===== config.mk =====
export PLATFORM = sky130hd
export DESIGN_NAME = color_ring_code_reader_top
export DESIGN_NICKNAME = d
export VERILOG_FILES = /design/src/sv/crcr_pkg.sv /design/src/sv/color_ring_code_reader_top.sv /design/src/sv/crcr_classify.sv /design/src/sv/crcr_line.sv
export SDC_FILE = /design/constraint.sdc
export NUM_CORES = 1
export LEC_CHECK = 0
export BUFFER_PORTS_ARGS = -buffer_cell sky130_fd_sc_hd__clkbuf_2
export CAP_MARGIN = 30
export CORE_ASPECT_RATIO = 1.2
export CORE_MARGIN = 4
export CORE_UTILIZATION = 65
export DETAILED_ROUTE_END_ITERATION = 12
export GPL_TIMING_DRIVEN = 0
export PLACE_DENSITY_LB_ADDON = 0.05
export SYNTH_ARGS = -nofsm -noshare
export SYNTH_HDL_FRONTEND = slang
export SYNTH_SLANG_ARGS = --single-unit

===== constraint.sdc =====
create_clock -name clk -period 6.15 [get_ports clk]
set_clock_uncertainty 0.1 [all_clocks]
set_input_delay 0.3075 -clock clk [delete_from_list [all_inputs] [get_ports clk]]
set_output_delay 0.3075 -clock clk [all_outputs]
set_load 0.03 [all_outputs]

===== src/sv/crcr_pkg.sv =====
// shared types and constants of the color ring code reader
// no dependencies; imported by every module of the block
`timescale 1ns / 1ps

package crcr_pkg;

	localparam int MAX_LINE_PIXELS = 256;
	localparam int MAX_CODES       = 4;

	localparam int HUE_W   = 8;
	localparam int IDX_W   = $clog2(MAX_LINE_PIXELS + 1);
	localparam int RUN_W   = 9;
	localparam int ACC_W   = 2 * MAX_CODES;
	localparam int CNT_W   = $clog2(MAX_CODES + 1);
	localparam int CODE_W  = 8;
	localparam int COUNT_W = 3;
	localparam int REG_W   = 8;
	localparam int CFG_IDX_W = 3;

	// configuration register indexes
	localparam logic [CFG_IDX_W-1:0] REG_BLUE_LOW  = 3'd0;
	localparam logic [CFG_IDX_W-1:0] REG_BLUE_HIGH = 3'd1;
	localparam logic [CFG_IDX_W-1:0] REG_RED_LOW   = 3'd2;
	localparam logic [CFG_IDX_W-1:0] REG_RED_HIGH  = 3'd3;
	localparam logic [CFG_IDX_W-1:0] REG_MIN_RUN   = 3'd4;

	localparam logic [REG_W-1:0] BLUE_LOW_RST  = 8'd123;
	localparam logic [REG_W-1:0] BLUE_HIGH_RST = 8'd150;
	localparam logic [REG_W-1:0] RED_LOW_RST   = 8'd170;
	localparam logic [REG_W-1:0] RED_HIGH_RST  = 8'd177;
	localparam logic [REG_W-1:0] MIN_RUN_RST   = 8'd3;

	typedef enum logic [1:0] {
		CLS_BLUE    = 2'd0,
		CLS_RED     = 2'd1,
		CLS_INVALID = 2'd2
	} cls_t;

	typedef struct packed {
		logic [REG_W-1:0] blue_low;
		logic [REG_W-1:0] blue_high;
		logic [REG_W-1:0] red_low;
		logic [REG_W-1:0] red_high;
		logic [REG_W-1:0] min_run_exclusive;
	} cfg_t;

	typedef struct packed {
		logic [HUE_W-1:0] hue;
		logic             last_pixel;
	} pix_t;

	typedef struct packed {
		logic [CODE_W-1:0]  packed_code;
		logic [COUNT_W-1:0] code_count;
		logic               center_rejected;
	} res_t;

endpackage


===== src/sv/color_ring_code_reader_top.sv =====
// color ring code reader top: config registers, pixel input register, result register
// depends on crcr_pkg and crcr_line
// a line's last pixel passes the pixel input register, then its result is loaded into
//   the result register and offered there until it is taken
// throughput: one pixel per cycle; input stalls only when a last pixel waits
//   behind a result that has not been taken
// reset: asynchronous, clears line state and handshake flags, loads register defaults
`timescale 1ns / 1ps

module color_ring_code_reader_top import crcr_pkg::*; (
	input  logic                 clk,
	input  logic                 arst_n,
	input  logic                 pix_valid,
	output logic                 pix_stall,
	input  pix_t                 pix,
	output logic                 res_valid,
	input  logic                 res_stall,
	output res_t                 res,
	input  logic                 cfg_valid,
	output logic                 cfg_ready,
	input  logic [CFG_IDX_W-1:0] cfg_index,
	input  logic [REG_W-1:0]     cfg_data
);

	cfg_t cfg_q;
	logic pix_valid_s1;
	pix_t pix_s1;
	logic res_valid_q;
	res_t res_q;
	res_t line_res;
	logic step;
	logic out_free;

	assign cfg_ready = 1'b1;

	always_ff @(posedge clk or negedge arst_n) begin
		if (!arst_n) begin
			cfg_q.blue_low          <= BLUE_LOW_RST;
			cfg_q.blue_high         <= BLUE_HIGH_RST;
			cfg_q.red_low           <= RED_LOW_RST;
			cfg_q.red_high          <= RED_HIGH_RST;
			cfg_q.min_run_exclusive <= MIN_RUN_RST;
		end else if (cfg_valid && cfg_ready) begin
			unique case (cfg_index)
				REG_BLUE_LOW:  cfg_q.blue_low          <= cfg_data;
				REG_BLUE_HIGH: cfg_q.blue_high         <= cfg_data;
				REG_RED_LOW:   cfg_q.red_low           <= cfg_data;
				REG_RED_HIGH:  cfg_q.red_high          <= cfg_data;
				REG_MIN_RUN:   cfg_q.min_run_exclusive <= cfg_data;
				default: ;
			endcase
		end
	end

	// only a last pixel needs room in the result register
	assign out_free  = !res_valid_q || !res_stall;
	assign step      = pix_valid_s1 && (!pix_s1.last_pixel || out_free);
	assign pix_stall = pix_valid_s1 && !step;

	crcr_line u_line (
		.clk    (clk),
		.arst_n (arst_n),
		.step   (step),
		.pix    (pix_s1),
		.cfg    (cfg_q),
		.res    (line_res)
	);

	always_ff @(posedge clk or negedge arst_n) begin
		if (!arst_n) begin
			pix_valid_s1 <= 1'b0;
		end else if (!pix_stall) begin
			pix_valid_s1 <= pix_valid;
		end
	end

	always_ff @(posedge clk) begin
		if (!pix_stall && pix_valid) begin
			pix_s1 <= pix;
		end
	end

	always_ff @(posedge clk or negedge arst_n) begin
		if (!arst_n) begin
			res_valid_q <= 1'b0;
		end else if (step && pix_s1.last_pixel) begin
			res_valid_q <= 1'b1;
		end else if (!res_stall) begin
			res_valid_q <= 1'b0;
		end
	end

	always_ff @(posedge clk) begin
		if (step && pix_s1.last_pixel) begin
			res_q <= line_res;
		end
	end

	assign res_valid = res_valid_q;
	assign res       = res_q;

	// input only backs up behind a pending last pixel and an untaken result
	a_stall_cause: assert property (@(posedge clk) disable iff (!arst_n)
		pix_stall |-> (pix_valid_s1 && pix_s1.last_pixel && res_valid_q && res_stall))
		else $error("input stalled without a blocked result");

	a_count_range: assert property (@(posedge clk) disable iff (!arst_n)
		res_valid |-> (res.code_count <= COUNT_W'(MAX_CODES)))
		else $error("code count above limit");

	a_reject_empty: assert property (@(posedge clk) disable iff (!arst_n)
		(res_valid && res.center_rejected) |-> (res.packed_code == '0 && res.code_count == '0))
		else $error("rejected line carries codes");

	a_result_load: assert property (@(posedge clk) disable iff (!arst_n)
		(step && pix_s1.last_pixel) |=> res_valid)
		else $error("line end did not produce a result");

endmodule


===== src/sv/crcr_classify.sv =====
// hue classifier: blue, red or invalid from two inclusive hue ranges
// depends on crcr_pkg
`timescale 1ns / 1ps

module crcr_classify import crcr_pkg::*; (
	input  logic [HUE_W-1:0] hue,
	input  cfg_t             cfg,
	output cls_t             cls
);

	logic in_blue;
	logic in_red;

	assign in_blue = (cfg.blue_low <= hue) && (hue <= cfg.blue_high);
	assign in_red  = (cfg.red_low <= hue) && (hue <= cfg.red_high);

	// blue wins where the ranges overlap
	always_comb begin
		priority if (in_blue) begin
			cls = CLS_BLUE;
		end else if (in_red) begin
			cls = CLS_RED;
		end else begin
			cls = CLS_INVALID;
		end
	end

endmodule


===== src/sv/crcr_line.sv =====
// per-line state: run counting, code packing, reject flag and line result
// depends on crcr_pkg and crcr_classify
`timescale 1ns / 1ps

module crcr_line import crcr_pkg::*; (
	input  logic clk,
	input  logic arst_n,
	input  logic step,
	input  pix_t pix,
	input  cfg_t cfg,
	output res_t res
);

	logic [IDX_W-1:0] idx_q, idx_d;
	cls_t             prev_q, prev_d;
	logic [RUN_W-1:0] run_q, run_d;
	logic [ACC_W-1:0] acc_q, acc_d;
	logic [CNT_W-1:0] cnt_q, cnt_d;
	logic             rej_q, rej_d;
	cls_t             cls;
	logic             active;
	logic             store;

	crcr_classify u_classify (
		.hue (pix.hue),
		.cfg (cfg),
		.cls (cls)
	);

	assign active = !rej_q && (idx_q < IDX_W'(MAX_LINE_PIXELS));
	assign store  = (prev_q != CLS_INVALID)
		&& (run_q > RUN_W'(cfg.min_run_exclusive))
		&& (cnt_q < CNT_W'(MAX_CODES));

	always_comb begin
		idx_d  = idx_q;
		prev_d = prev_q;
		run_d  = run_q;
		acc_d  = acc_q;
		cnt_d  = cnt_q;
		rej_d  = rej_q;
		if (active) begin
			if (idx_q == '0) begin
				if (cls != CLS_BLUE) begin
					rej_d = 1'b1;
				end else begin
					prev_d = cls;
					run_d  = RUN_W'(1);
				end
			end else if (cls == prev_q) begin
				if (run_q != '1) begin
					run_d = run_q + 1'b1;
				end
			end else begin
				// run closed: keep it if long enough, of a valid class and while fewer than MAX_CODES are stored
				if (store) begin
					acc_d = acc_q | (ACC_W'(prev_q) << {cnt_q, 1'b0});
					cnt_d = cnt_q + 1'b1;
				end
				prev_d = cls;
				run_d  = RUN_W'(1);
			end
			idx_d = idx_q + 1'b1;
		end
	end

	always_comb begin
		if (rej_d) begin
			res.packed_code     = '0;
			res.code_count      = '0;
			res.center_rejected = 1'b1;
		end else begin
			res.packed_code     = CODE_W'(acc_d);
			res.code_count      = COUNT_W'(cnt_d);
			res.center_rejected = 1'b0;
		end
	end

	always_ff @(posedge clk or negedge arst_n) begin
		if (!arst_n) begin
			idx_q  <= '0;
			prev_q <= CLS_BLUE;
			run_q  <= '0;
			acc_q  <= '0;
			cnt_q  <= '0;
			rej_q  <= 1'b0;
		end else if (step) begin
			if (pix.last_pixel) begin
				idx_q  <= '0;
				prev_q <= CLS_BLUE;
				run_q  <= '0;
				acc_q  <= '0;
				cnt_q  <= '0;
				rej_q  <= 1'b0;
			end else begin
				idx_q  <= idx_d;
				prev_q <= prev_d;
				run_q  <= run_d;
				acc_q  <= acc_d;
				cnt_q  <= cnt_d;
				rej_q  <= rej_d;
			end
		end
	end

endmodule

==> results.toml <==
[finish]
drive_gt1_share_pct = 23.2
n_antenna_cell = 0
fin_nets = 604
nFillCells = 542
area_growth_pct = 10.8
fin_cells = 631

[synth]
synth_area_per_cell_um2 = 10.7
synth_commonest_cells = "54 x dfrtp_1, 46 x nand2_1, 45 x ha_1, 43 x inv_1, 34 x o21ai_0"
synth_area_leader_cell = "dfrtp_1"
ys_ff_latch = 95
ys.flop_type = "dfrtp_1"
yosys-top-cells-area = "dfrtp_1 26%, edfxtp_1 12%, ha_1 11%"
mappedNetlistArea_mm2 = 0.00517
netlist_instances = 482
yosys.cell_count.top_type = "dfrtp_1"
ys_seq_area_share_pct = 48.5
yosysUniqueCellTypes = 61
ys_warn_count = 0
async_flop_share_pct = 77.9
synth_edf_count = 21
syn_nets = 552
synth_top_area_share_pct = 26.2

[global_routing]
grt_use_total_pct = 24.1
globalRouteOverflowTotal = 0
grt_max_degree = 49
grt_pass1_vias = 3849
grt_pass1_wl_um = 17700
antenna_found_initial = 0

[route]
post_drt_wl_per_cell_um = 16.6
drc_errors = 0
routed_wl_um = 10500
first_pass_iters = 4
drt_iter0_drc = 130
ant_nets = 0
routed-via-count = 3750
via_per_inst = 5.94

[floorplan]
dieArea_mm2 = 0.00945
start_util_pct = 67.0
fp.dieH_um = 106
num_io_pins = 40
rows = 35
die_x_um = 89.4
coreArea_mm2 = 0.00771

[worst_setup_path]
setup.worst_path.start_class = "register"
path_class = "reg -> reg"
r2r_end = "res[6]"
cp.required_ns = 6.28
r2r_slack_ns = 3.23
crit_fanout = 8
worstRegToRegCells = 9
worstSetupEndpointType = "register"
r2r-start = "cfg_q[15]"
crit_path_start = "cfg_q[15]"
arrival_ns = 3.05

[sta]
worstMarginPinSlew_ns = 0.742
layout_min_cycle_time_ns = 2.92
finalCritPeriodShare_pct = 47.5
hold_violations = 0
rsz0062_at_grt = "false"
drv_slew = 0
setup_viol = 0
slew_headroom_pct = 50.3
fin_setup_tns_ns = 0
clock.fmax_mhz = 342

[clocking]
cts_num_sinks = 95
numCtsBuffers = 9
clk-insertion-delay-late_ns = 0.36
cts_root_buf = "clkbuf_8"
h-tree-depth = 3
cts_tree = "done"
clkTransAtPathRegs_ns = 0.09
clk_path_buf_depth = 2

[hold_path]
hold_path_startpoint = "pix[4]"
holdPathStages = 1
min_to = "pix_s1[4]"
hold_path.class = "in -> reg"

[power_and_ir_drop]
cellLeakagePower_nw = 2.54
cellPowerDensity_mw_per_mm2 = 316
ir_drop_uv = 225

[run_status]
status = "finished clean"

[place]
place_inst = 612
portBuffers = 37
dp_hpwl_um = 7950
gp_congestion = 0.902

[flow_run]
maxCapViolCount = 0
-- power breakdown --
| group | total [W] | leakage (nW) | internal, W | switching, W |
|---|---|---|---|---|
| Clock | 0.000408 | 0.0953 | 0.000189 | 0.000220 |
| Combinational | 0.000576 | 1.33 | 0.000225 | 0.000351 |
| Sequential | 0.000825 | 1.12 | 0.000760 | 0.0000647 |
-- worst max-delay path: stages, from the launching register on --
cell and delay, ns:
dfstp_2 0.54, inv_1 0.05, ha_1 0.32, a21oi_1 0.13
o21ai_0 0.14, o21ai_0 0.45, a221oi_2 0.13, a211o_2 0.35
nor3_4 0.36, a32o_1 0.23
-- cells by family after synthesis --
group           Yosys count  share of synthesized area (%)
mux                      27                           6.03
other cells               1                         0.0726
buf+inv                  55                           4.31
simple gates            145                           14.6
xor+xnor                  8                           1.36
fa+ha+maj                45                           10.9
flops                    95                           48.5
compound gates          106                           14.2
-- timing repair --
action,CTS,global route
buffers inserted,0,0
endpoints found under the hold margin,20,2
hold buffers,1,2
resized for setup,0,0
-- metal layers --
| metal | up-vias | wire [um] | track usage (%) | part of all wire (%) |
|---|---|---|---|---|
| met5 | - | 0 | 0 | 0 |
| met4 | 0 | 208 | 7.66 | 2.0 |
| met3 | 22 | 391 | 4.53 | 3.7 |
| met2 | 70 | 5300 | 40.9 | 50 |
| met1 | 1821 | 4600 | 30.7 | 44 |
| li1 | 1837 | - | - | - |
-- how the worst max path moves through the flow --
| stage | end | depth (start not counted) |
|---|---|---|
| after floorplan | res[6] | 10 |
| after global placement | res[9] | 11 |
| after detailed placement | res[6] | 9 |
| after CTS | res[6] | 9 |
| after global routing | res[9] | 11 |
| final | res[6] | 9 |
-- registers in the layout, indices dropped and copies added (netlist names) --
register and cells:
u_line.prev_q 2, u_line.idx_q 9, pix_valid_s1 1, u_line.cnt_q 3, res 12, u_line.acc_q 8
res_valid 1, u_line.rej_q 1, u_line.run_q 9, cfg_q 40, pix_s1 9
-- layout make-up --
class,instances,area [um2],share of cell area (%)
Sequential cell,95,2510,43.8
Multi-Input combinational cell,332,2440,42.6
Timing Repair Buffer,41,245,4.29
Inverter,43,161,2.82
Clock buffer,9,124,2.16
Tap cell,92,115,2.01
Clock inverter,7,71.3,1.25
Buffer,12,61.3,1.07
-- cell usage in the layout (no fill, tap or decap), types with 4 or more instances in the layout --
master and instances:
nand2_1 46, nor2_1 27, nand2b_1 4, mux2_2 25, xnor2_1 5, dfstp_2 20
inv_1 43, or2_1 4, clkbuf_1 6, nor2b_1 6, clkbuf_8 9, ha_1 45
o21ai_0 34, buf_2 4, nand3_1 7, edfxtp_1 21, nand4_1 13, clkbuf_2 36
a32o_1 7, o21ai_1 5, nor3_1 7, and3_1 6, dfrtp_1 54, a21oi_1 23
a22o_1 8
-- per-stage QoR --
step | setup slack (ns) | hold slack (ns) | total power, W | utilization, % | cell area (um2)
6_report | 3.23 | 0.0159 | 0.00181 | 74.3 | 5720
5_1_grt | 3.05 | 0.000143 | 0.00193 | 74.3 | 5720
4_1_cts | 3.28 | 0.00315 | 0.00182 | 74.0 | 5700
3_5_place_dp | 3.31 | 0.181 | 0.00140 | 71.3 | 5500
3_3_place_gp | 3.33 | 0.372 | 0.00138 | 70.9 | 5470
2_1_floorplan | 3.61 | -0.0881 | 0.00125 | - | 5170
(Power assumes the default switching activity.)
